### src/hw/rtl/fqvr_pkg.sv
// ----------------------------------------------------------------------------
// fqvr_pkg
// Shared types and codes for the FIFO queue with value removal.
// ----------------------------------------------------------------------------
package fqvr_pkg;

  // Request codes
  localparam logic [1:0] FN_PUSH   = 2'd0;
  localparam logic [1:0] FN_POP    = 2'd1;
  localparam logic [1:0] FN_REMOVE = 2'd2;

  // Status codes
  localparam logic [1:0] STS_DONE  = 2'd0;
  localparam logic [1:0] STS_FULL  = 2'd1;
  localparam logic [1:0] STS_EMPTY = 2'd2;

  // Field widths
  localparam int unsigned FuncBits   = 2;
  localparam int unsigned ValueBits  = 32;
  localparam int unsigned StatusBits = 2;
  localparam int unsigned CountBits  = 5;
  localparam int unsigned CapBits    = 5;
  localparam int unsigned InBits     = 40;
  localparam int unsigned OutBits    = 40;

  typedef enum logic [1:0] {
    ST_IDLE,
    ST_REMOVE,
    ST_HOLD
  } state_e;

  // Command broadcast to the cell row
  typedef struct packed {
    logic shift;  // every cell but the top one takes its upper neighbor's word; a load wins
    logic load;   // the addressed cell takes the broadcast word
  } cell_ctl_t;

endpackage

### src/hw/rtl/fqvr_cell.sv
// ----------------------------------------------------------------------------
// fqvr_cell
// One queue slot: holds a word, takes its neighbor's word on a shift or the
// broadcast word on a load.
// ----------------------------------------------------------------------------
module fqvr_cell #(
  parameter int unsigned WORD_BITS = 32
) (
  input  logic                 clk_i,
  input  logic                 shift_i,
  input  logic                 load_i,
  input  logic [WORD_BITS-1:0] nbr_i,
  input  logic [WORD_BITS-1:0] bcast_i,
  output logic [WORD_BITS-1:0] data_o
);

  logic [WORD_BITS-1:0] data_q, data_d;

  always_comb begin
    data_d = data_q;
    if (load_i) begin
      data_d = bcast_i;
    end else if (shift_i) begin
      data_d = nbr_i;
    end
  end

  always_ff @(posedge clk_i) begin
    data_q <= data_d;
  end

  assign data_o = data_q;

endmodule

### src/hw/rtl/fqvr_ctrl.sv
// ----------------------------------------------------------------------------
// fqvr_ctrl
// Request sequencer: fill count, capacity register, removal pass and the
// result register of the output stream.
// ----------------------------------------------------------------------------
module fqvr_ctrl #(
  parameter int unsigned DEPTH     = 16,
  parameter int unsigned WORD_BITS = 32
) (
  input  logic                              clk_i,
  input  logic                              rst_ni,
  input  logic                              in_valid_i,
  output logic                              in_ready_o,
  input  logic [fqvr_pkg::FuncBits-1:0]     func_i,
  input  logic [fqvr_pkg::ValueBits-1:0]    value_i,
  output logic                              out_valid_o,
  input  logic                              out_ready_i,
  output logic [fqvr_pkg::OutBits-1:0]      out_data_o,
  input  logic                              cfg_valid_i,
  input  logic [fqvr_pkg::CapBits-1:0]      cfg_data_i,
  input  logic [WORD_BITS-1:0]              head_i,
  output fqvr_pkg::cell_ctl_t               ctl_o,
  output logic [$clog2(DEPTH)-1:0]          wr_pos_o,
  output logic [WORD_BITS-1:0]              wr_data_o
);
  import fqvr_pkg::*;

  localparam int unsigned FW = $clog2(DEPTH + 1);
  localparam int unsigned IW = $clog2(DEPTH);

  state_e               state_q, state_d;
  logic [FW-1:0]        fill_q, fill_d;
  logic [FW-1:0]        rem_q, rem_d;
  logic [WORD_BITS-1:0] word_q, word_d;
  logic [CapBits-1:0]   cap_q;
  logic                 out_vld_q, out_vld_d;
  logic [OutBits-1:0]   out_q, out_d;
  logic [OutBits-1:0]   hold_q, hold_d;

  logic                 accept;
  logic                 full;
  logic [15:0]          eff_cap;
  logic                 out_free;
  logic                 res_vld;
  logic [ValueBits-1:0] res_popped;
  logic [StatusBits-1:0] res_status;
  logic [OutBits-1:0]   res_word;
  logic [WORD_BITS-1:0] in_word;

  assign in_ready_o = (state_q == ST_IDLE);
  assign accept     = in_valid_i && in_ready_o;
  assign in_word    = WORD_BITS'(value_i);
  assign eff_cap    = (16'(cap_q) > 16'(DEPTH)) ? 16'(DEPTH) : 16'(cap_q);
  assign full       = (16'(fill_q) >= eff_cap);
  assign out_free   = !out_vld_q || out_ready_i;

  always_comb begin
    state_d    = state_q;
    fill_d     = fill_q;
    rem_d      = rem_q;
    word_d     = word_q;
    ctl_o      = '0;
    wr_pos_o   = '0;
    wr_data_o  = in_word;
    res_vld    = 1'b0;
    res_popped = '0;
    res_status = STS_DONE;

    case (state_q)
      ST_IDLE: begin
        if (accept) begin
          case (func_i)
            FN_PUSH: begin
              res_vld = 1'b1;
              if (full) begin
                res_status = STS_FULL;
              end else begin
                ctl_o.load = 1'b1;
                wr_pos_o   = IW'(fill_q);
                fill_d     = fill_q + 1'b1;
              end
            end
            FN_POP: begin
              res_vld = 1'b1;
              if (fill_q == '0) begin
                res_status = STS_EMPTY;
              end else begin
                res_popped  = ValueBits'(head_i);
                ctl_o.shift = 1'b1;
                fill_d      = fill_q - 1'b1;
              end
            end
            FN_REMOVE: begin
              if (fill_q == '0) begin
                res_vld = 1'b1;
              end else begin
                word_d  = in_word;
                rem_d   = fill_q;
                state_d = ST_REMOVE;
              end
            end
            default: begin
              res_vld = 1'b1;
            end
          endcase
        end
      end
      ST_REMOVE: begin
        // Rotate the oldest word out; re-append it at the tail unless it matches.
        ctl_o.shift = 1'b1;
        wr_data_o   = head_i;
        if (head_i != word_q) begin
          ctl_o.load = 1'b1;
          wr_pos_o   = IW'(fill_q - 1'b1);
        end else begin
          fill_d = fill_q - 1'b1;
        end
        rem_d = rem_q - 1'b1;
        if (rem_q == FW'(1)) begin
          res_vld = 1'b1;
          state_d = ST_IDLE;
        end
      end
      ST_HOLD: begin
      end
      default: begin
        state_d = ST_IDLE;
      end
    endcase

    res_word = {{(OutBits - ValueBits - StatusBits - CountBits){1'b0}},
                CountBits'(fill_d), res_status, res_popped};

    out_vld_d = out_vld_q;
    out_d     = out_q;
    hold_d    = hold_q;
    if (out_vld_q && out_ready_i) begin
      out_vld_d = 1'b0;
    end
    if (res_vld) begin
      if (out_free) begin
        out_vld_d = 1'b1;
        out_d     = res_word;
      end else begin
        // Park the result until the output register drains.
        hold_d  = res_word;
        state_d = ST_HOLD;
      end
    end else if (state_q == ST_HOLD && out_free) begin
      out_vld_d = 1'b1;
      out_d     = hold_q;
      state_d   = ST_IDLE;
    end
  end

  always_ff @(posedge clk_i or negedge rst_ni) begin
    if (!rst_ni) begin
      state_q   <= ST_IDLE;
      fill_q    <= '0;
      rem_q     <= '0;
      cap_q     <= CapBits'(16);
      out_vld_q <= 1'b0;
    end else begin
      state_q   <= state_d;
      fill_q    <= fill_d;
      rem_q     <= rem_d;
      out_vld_q <= out_vld_d;
      if (cfg_valid_i) begin
        cap_q <= cfg_data_i;
      end
    end
  end

  always_ff @(posedge clk_i) begin
    word_q <= word_d;
    out_q  <= out_d;
    hold_q <= hold_d;
  end

  assign out_valid_o = out_vld_q;
  assign out_data_o  = out_q;

endmodule

### src/hw/rtl/fifo_queue_with_value_removal.sv
// ----------------------------------------------------------------------------
// fifo_queue_with_value_removal
// Push and pop: result goes to the output register, or to the hold register
// while the output stalls. Remove: one step of the cell row per held entry.
// Accepts one request at a time; a finished result may wait in the output.
// Reset clears fill, sequencer and output valid asynchronously and sets
// capacity to 16; cell contents stay undefined with no clearing pass.
// ----------------------------------------------------------------------------
module fifo_queue_with_value_removal #(
  parameter int unsigned DEPTH     = 16,
  parameter int unsigned WORD_BITS = 32
) (
  input  logic                          clk_i,
  input  logic                          rst_ni,
  input  logic                          s_axis_tvalid,
  output logic                          s_axis_tready,
  // [1:0] func, [33:2] value, [39:34] zero
  input  logic [fqvr_pkg::InBits-1:0]   s_axis_tdata,
  output logic                          m_axis_tvalid,
  input  logic                          m_axis_tready,
  // [31:0] popped, [33:32] status, [38:34] count, [39] zero
  output logic [fqvr_pkg::OutBits-1:0]  m_axis_tdata,
  input  logic                          cfg_valid_i,
  output logic                          cfg_ready_o,
  input  logic [fqvr_pkg::CapBits-1:0]  cfg_data_i
);
  import fqvr_pkg::*;

  localparam int unsigned IW = $clog2(DEPTH);

  cell_ctl_t            ctl;
  logic [IW-1:0]        wr_pos;
  logic [WORD_BITS-1:0] wr_data;
  logic [WORD_BITS-1:0] cell_data [DEPTH];

  assign cfg_ready_o = 1'b1;

  fqvr_ctrl #(
    .DEPTH     (DEPTH),
    .WORD_BITS (WORD_BITS)
  ) u_ctrl (
    .clk_i       (clk_i),
    .rst_ni      (rst_ni),
    .in_valid_i  (s_axis_tvalid),
    .in_ready_o  (s_axis_tready),
    .func_i      (s_axis_tdata[FuncBits-1:0]),
    .value_i     (s_axis_tdata[FuncBits+ValueBits-1:FuncBits]),
    .out_valid_o (m_axis_tvalid),
    .out_ready_i (m_axis_tready),
    .out_data_o  (m_axis_tdata),
    .cfg_valid_i (cfg_valid_i),
    .cfg_data_i  (cfg_data_i),
    .head_i      (cell_data[0]),
    .ctl_o       (ctl),
    .wr_pos_o    (wr_pos),
    .wr_data_o   (wr_data)
  );

  for (genvar i = 0; i < DEPTH; i++) begin : g_cell
    logic [WORD_BITS-1:0] nbr;
    if (i == DEPTH - 1) begin : g_last
      assign nbr = cell_data[i];
    end else begin : g_mid
      assign nbr = cell_data[i+1];
    end

    fqvr_cell #(
      .WORD_BITS (WORD_BITS)
    ) u_cell (
      .clk_i   (clk_i),
      .shift_i (ctl.shift),
      .load_i  (ctl.load && (wr_pos == IW'(i))),
      .nbr_i   (nbr),
      .bcast_i (wr_data),
      .data_o  (cell_data[i])
    );
  end

endmodule

### config.mk
export PLATFORM = sky130hd
export DESIGN_NAME = fifo_queue_with_value_removal
export DESIGN_NICKNAME = d
export VERILOG_FILES = /design/src/hw/rtl/fqvr_pkg.sv /design/src/hw/rtl/fqvr_cell.sv /design/src/hw/rtl/fqvr_ctrl.sv /design/src/hw/rtl/fifo_queue_with_value_removal.sv
export SDC_FILE = /design/constraint.sdc
export NUM_CORES = 1
export LEC_CHECK = 0
export BUFFER_PORTS_ARGS = -buffer_cell sky130_fd_sc_hd__buf_4
export CAP_MARGIN = 10
export CELL_PAD_IN_SITES_DETAIL_PLACEMENT = 0
export CELL_PAD_IN_SITES_GLOBAL_PLACEMENT = 1
export CORE_ASPECT_RATIO = 1.2
export CORE_MARGIN = 2
export CORE_UTILIZATION = 48
export CTS_BUF_LIST = sky130_fd_sc_hd__clkbuf_8 sky130_fd_sc_hd__clkbuf_16
export CTS_CLUSTER_SIZE = 40
export DETAILED_ROUTE_END_ITERATION = 10
export PLACE_DENSITY = 0.77
export SETUP_SLACK_MARGIN = 0.15
export SLEW_MARGIN = 5
export SYNTH_ARGS = -nofsm -noshare
export SYNTH_HDL_FRONTEND = slang
export SYNTH_SLANG_ARGS = --single-unit
### constraint.sdc
create_clock -name clk_i -period 4.2 [get_ports clk_i]
set_clock_uncertainty 0.2 [all_clocks]
set_input_delay 0.63 -clock clk_i [delete_from_list [all_inputs] [get_ports clk_i]]
set_output_delay 0.63 -clock clk_i [all_outputs]
set_load 0.02 [all_outputs]
# Word-level counts from Yosys, hierarchy flattened
# Index checks and enable logic that the tools add are counted.
# W data, S select, Z words.
[op_classes]
addsub = 3
magnitude_cmp = 2
eq_ne = 25
muxes = 83
bitwise = 2
n_reduce_logical = 46
[ops]
columns = ["operator", "n"]
rows = [
  ["$mux W32", 35],
  ["$mux W40", 3],
  ["$mux W5", 8],
  ["$reduce_bool A2 Y1", 17],
  ["$eq A4 B4 Y1 const B", 8],
  ["$ne A32 B32 Y1", 1],
  ["$pmux W5 S2", 3],
  ["$mux W2", 11],
  ["$logic_and A1 B1 Y1", 19],
  ["$eq A4 B3 Y1 const B", 4],
  ["$ge A5 B16 Y1", 1],
  ["$mux W4", 4],
  ["$mux W1", 14],
  ["$sub A5 B1 Y5 const B", 2],
  ["$eq A4 B2 Y1 const B", 2],
  ["$pmux W2 S2", 2],
  ["$pmux W4 S2", 1],
  ["$reduce_and A4 Y1", 2],
  ["$ne A2 B2 Y1 const B", 3],
  ["$pmux W2 S3", 1],
  ["$add A5 B1 Y5 const B", 1],
  ["$eq A5 B1 Y1 const B", 1],
  ["$gt A5 B5 Y1 const B", 1],
  ["$logic_not A5 Y1", 1],
  ["other kinds (11)", 16],
]
[word_totals]
regBits = 641
inputBits = 50
output_inout_bits = 43
elab_cells = 185

# Longest topological paths before layout
[logic_depth]
word_depth = 10
ltp_mapped = 14
mapped_depth_nobuf = 12

# Modules after synthesis
# A second synthesis with hierarchy kept.
[unflattened]
cells_unflattened = 1664
area_unflattened_um2 = 30499.3
[by_module_without_submodules]
columns = ["mod", "instances", "cells_per_inst", "area_each_um2", "seq_area_each_um2"]
rows = [
  ["fqvr_cell", 16, 69, 1507.7, 960.9],
  ["fqvr_ctrl", 1, 535, 6247.2, 3754.9],
  ["fifo_queue_with_value_removal", 1, 25, 128.9, 0.0],
]

# Worst setup path before layout
# OpenSTA, ideal clock, no wires.
[synth_timing]
path_kind = "flip-flop to flip-flop"
startpoint = "register u_ctrl.fill_q[1]"
endpoint = "register u_ctrl.out_q[0] (netlist: u_ctrl.out_data_o[0]), enable pin"
setup_ns = 0.448
arrival_time_ns = 3.874
required_ns = 3.552
path_slack_ns = -0.323
path_stages_with_launch = 9
path_buffers = 1
period_less_slack_ns = 4.523
cell_sequence = "dfrtp_1 > inv_1 > ha_1 > nor4b_1 > o211ai_1 > a21o_1 > clkbuf_1 > a21boi_0 > a21oi_1"
[synth_via]
elab_chain_len = 7
elab_cells_between_ends = 8
cone_classes = "eq/ne: 1; mux: 4; reduce/logical: 3"
[synth_rtl]
columns = ["item", "line_no", "rtl"]
rows = [
  ["start: declaration", "fqvr_ctrl.sv:32", "logic [FW-1:0] fill_q, fill_d;"],
  ["start signal: assignment", "fqvr_ctrl.sv:165", "fill_q <= fill_d;"],
  ["$logic_not A5 Y1 (*)", "fqvr_ctrl.sv:94", "if (fill_q == '0) begin"],
  ["$mux W1 (*)", "fqvr_ctrl.sv:94", ""],
  ["$mux W1 (*)", "fqvr_ctrl.sv:72", "case (func_i)"],
  ["$mux W1 (*)", "fqvr_ctrl.sv:71", "if (accept) begin"],
  ["$pmux W1 S2 (*)", "fqvr_ctrl.sv:69", "case (state_q)"],
  ["$ne A2 B1 Y1 (no source line) or $reduce_bool A2 Y1 (tied branches)", "--", ""],
  ["$reduce_and A2 Y1 (no source line) (*)", "--", ""],
  ["end signal: assignment", "fqvr_ctrl.sv:176", "out_q <= out_d;"],
  ["end: declaration", "fqvr_ctrl.sv:37", "logic [OutBits-1:0] out_q, out_d;"],
]
# Mark *: on every way between the ends. The rest lies on a longest branch, timed or not.
# A chain may end at the register's enable or synchronous reset.

# Final worst setup path
[layout_timing]
startpoint = "register u_ctrl.fill_q[0]"
endpoint = "register g_cell[0].u_cell.data_q[3] (data pin)"
[layout_via]
elab_chain_len = 8
elab_cells_between_ends = 14
cone_classes = "add/sub: 1; order compare: 1; mux: 10; reduce/logical: 2"
[layout_rtl]
columns = ["item", "line_no", "rtl"]
rows = [
  ["$ge A5 B16 Y1", "fqvr_ctrl.sv:54", "assign full = (16'(fill_q) >= eff_cap);"],
  ["$mux W4", "fqvr_ctrl.sv:75", "if (full) begin"],
  ["$mux W4", "fqvr_ctrl.sv:72", ""],
  ["$mux W4", "fqvr_ctrl.sv:71", ""],
  ["$pmux W4 S2", "fqvr_ctrl.sv:69", ""],
  ["$logic_not A4 Y1", "fifo_queue_with_value_removal.sv:72", ".load_i (ctl.load && (wr_pos == IW'(i))),"],
  ["$logic_and A1 B1 Y1 (*)", "fifo_queue_with_value_removal.sv:72", ""],
  ["$mux W32 (*)", "fqvr_cell.sv:21", "if (load_i) begin"],
  ["named net g_cell[0].u_cell.data_d[3]", "fqvr_cell.sv:17", "logic [WORD_BITS-1:0] data_q, data_d;"],
  ["end signal: assignment", "fqvr_cell.sv:29", "data_q <= data_d;"],
  ["end: declaration", "fqvr_cell.sv:17", ""],
]
# The timed path passes the listed nets; every way through them passes the cells marked *.

==> impl_metrics.ini <==
[sta]
layout_setup_ws_ns = 0.374
rsz0062_at_grt = no
fmax_mhz = 261
worst_hold_slack_ns = 0.0536
post-route-period-util = 0.911
setup_viol = 0
fin_crit_ns = 3.83
hold_viol = 0
maxSlewHeadroom = 0.376
maxSlewViolCount = 0
worst_pin_slew_ns = 0.934
tns_ns = 0

[placement]
dp_hpwl_um = 31700
dpl_cell_area_mm2 = 0.0295
place.port_buffers = 84
placed_cells_incl_taps = 2411
place_worst_setup_slack_ns = 0.378
place.gp.congestion = 0.842

[routing]
wl_um = 45500
drtPass1Iterations = 4
drc = 0
viasPerCell = 5.34
vias = 13617
routedWlPerCell_um = 17.8
final_antenna_net_count = 0
drt_iter0_markers = 749

[synthesis]
syn_inst = 1651
synth.avg_cell_area_um2 = 16.8
synth_top_area_share = 0.675
synthArstFlopShare = 0.0281
yosysWarnings = 0
synth-seq-area-share = 0.691
synth_top_area_cell = edfxtp_1
synthFlopType = edfxtp_1
syn_area_mm2 = 0.0277
ys_seq_elements = 640
synth_nets = 1713
synth_area_leaders = edfxtp_1 (67%), mux2_2 (19%), nand2_1 (1.8%)
synth_cell_types = 65
synth_edf_count = 622

[finish]
syn2layout_area_growth_pct = 14.5
drive_gt1_frac = 0.393
final_cell_mix = edfxtp_1 (622), mux2_2 (473), nand2_1 (134), buf_4 (109), clkbuf_16 (62)
fin_nets = 1836
stdcell_count = 2552
fin_area_mm2 = 0.0317
n_antenna_cell = 0
fillers = 4321
utilization = 0.555
final_common_cell = edfxtp_1

[cts]
cts_tree = built
clock_sinks = 640
cts.repair.resized = 0
htree_levels = 2
cts_buffers = 61
cts.clk_slew.worst_paths_ns = 0.06
cts_buffer_depth = 3
clk_latency_ns = 0.63
cts-root-buf = clkbuf_16

[pwr]
p_sw_mw = 7.35
power_density_mw_per_mm2 = 783
power_switching_share = 0.296
vdd_drop_max_mv = 0.371
p_int_mw = 17.5
total_power_mw = 24.8
combPwrFrac = 0.311
clkPwrFrac = 0.204
p_seq_frac = 0.485
p_leak_nw = 11.6

[floorplan]
io_pins = 93
dieArea_mm2 = 0.0596
row_count = 96
dieHeight_um = 267
core_area_mm2 = 0.0571
initial_core_util = 0.485
die_w_um = 223

[worst_setup_path]
setup.worst_path.class = flop to flop
crit_required_ns = 4.37
worstSetupStartpointType = flop
cp.arrival_ns = 4.00
worstSetupEndpointType = flop
cp_max_fo = 21

[status]
status = complete, no violations

[hold_path]
hold_path.class = input port to flop

[grt]
track_usage = 0.155
overflow = 0
antenna_found_initial = 0
grt_max_degree = 43
grt_pass1_vias = 14191
grt_pass1_wl_um = 75100

[flow_run]
max_cap_viol_count = 0
==> power by group through the flow <==
stage	clock, mW	combinational (mW)	sequential, mW
after floorplan	0	5.43	12.1
after global placement	0	7.43	12.0
after detailed placement	0	7.76	12.2
after CTS	5.19	7.86	12.1
after global routing	5.44	8.50	12.3
final	5.05	7.72	12.0
==> area by class of cell <==
class,instances,area (um^2),share of cell area
clock buffers,62,1550,0.0490
inverters,11,41.3,0.00130
clock inverters,44,290,0.00916
flip-flops and latches,640,19100,0.604
repair buffers,173,1750,0.0552
multi-input cells,887,8000,0.253
well taps,735,920,0.0290
==> cell usage after synthesis (2+ instances only) <==
cell type  number
buf_4           3
a21o_1         37
nand2b_1        5
edfxtp_1      622
nand2_1       134
a211oi_1        3
a22oi_2         3
o31ai_1         2
mux2_1         14
clkbuf_1       57
inv_1          10
dfrtp_1        17
buf_6           9
o2111ai_1       2
nand4_1         7
o21a_1          3
o22ai_1         3
nor3_1          6
a221oi_1        4
nand3_2         2
o211ai_1        3
nand4_2         2
nand3_1        11
buf_1           4
ha_1           12
o21ai_0        16
nand3b_1        2
nor4b_1         4
o2111a_1        2
and3_1         33
conb_1          2
xnor2_1         3
mux2_2        473
buf_2          40
a21oi_1        11
nor4_1          8
nor2b_1         2
nor2_1         21
xor2_1         33
==> per-layer routing <==
| metal | global-route usage | up-vias | share of wire |
|---|---|---|---|
| li1 | - | 6621 | - |
| met1 | 0.194 | 6704 | 0.43 |
| met2 | 0.279 | 215 | 0.51 |
| met3 | 0.0246 | 77 | 0.033 |
| met4 | 0.0432 | 0 | 0.021 |
| met5 | 0 | - | 0 |
==> critical path, stage by stage (launching register included) <==
cell and delay (ns):
dfrtp_1 0.49, inv_1 0.20, ha_1 0.32, nand2b_1 0.14
a21oi_1 0.19, o21a_1 0.38, ha_1 0.29, a22oi_2 0.10
o2111a_1 0.17, a22oi_2 0.51, buf_12 0.25, mux2_2 0.35
==> path summary, 6_finish.rpt <==
path	endpoint	slack, ns	cells after the start	from
worst max-delay path	g_cell[0].u_cell.data_o[3]	0.37	11	u_ctrl.fill_q[0]
worst min-delay path	u_ctrl.cap_q[0]	0.05	2	cfg_data_i[0]
worst max register to register	g_cell[0].u_cell.data_o[3]	0.37	11	u_ctrl.fill_q[0]
worst min register to register	u_ctrl.out_data_o[28]	0.32	1	u_ctrl.hold_q[28]
max in group asynchronous	u_ctrl.cap_q[4]	3.29	2	rst_ni
min in group asynchronous	u_ctrl.cap_q[1]	0.25	2	rst_ni
==> sequential cells by signal, indices dropped and copies added (netlist names) <==
name and count:
g_cell.u_cell.data_o 512, u_ctrl.hold_q 39, u_ctrl.out_data_o 39, u_ctrl.word_q 32, u_ctrl.cap_q 5, u_ctrl.fill_q 5, u_ctrl.rem_q 5, u_ctrl.state_q 2
u_ctrl.out_valid_o 1
==> what timing repair did <==
action / 4_1_cts / 5_1_grt
endpoints found under the setup margin: 0 / 5
hold buffers: 35 / 0
hold endpoints to repair: 51 / 0
buffers inserted: 0 / 0
==> cell families (layout without fill, tap and decap cells) <==
logic type | after synthesis | in the layout | synth area share
DFF | 640 | 640 | 0.691
muxes | 488 | 488 | 0.198
and+or+nand+nor | 248 | 248 | 0.0452
buffers and inverters | 124 | 290 | 0.0215
AOI/OAI and AO/OA | 101 | 101 | 0.0268
xor gates and xnor gates | 36 | 36 | 0.0114
adders and majority gates | 12 | 12 | 0.00542
other | 2 | 2 | 0.000271
Note: power is estimated with default switching activity, not from simulation.
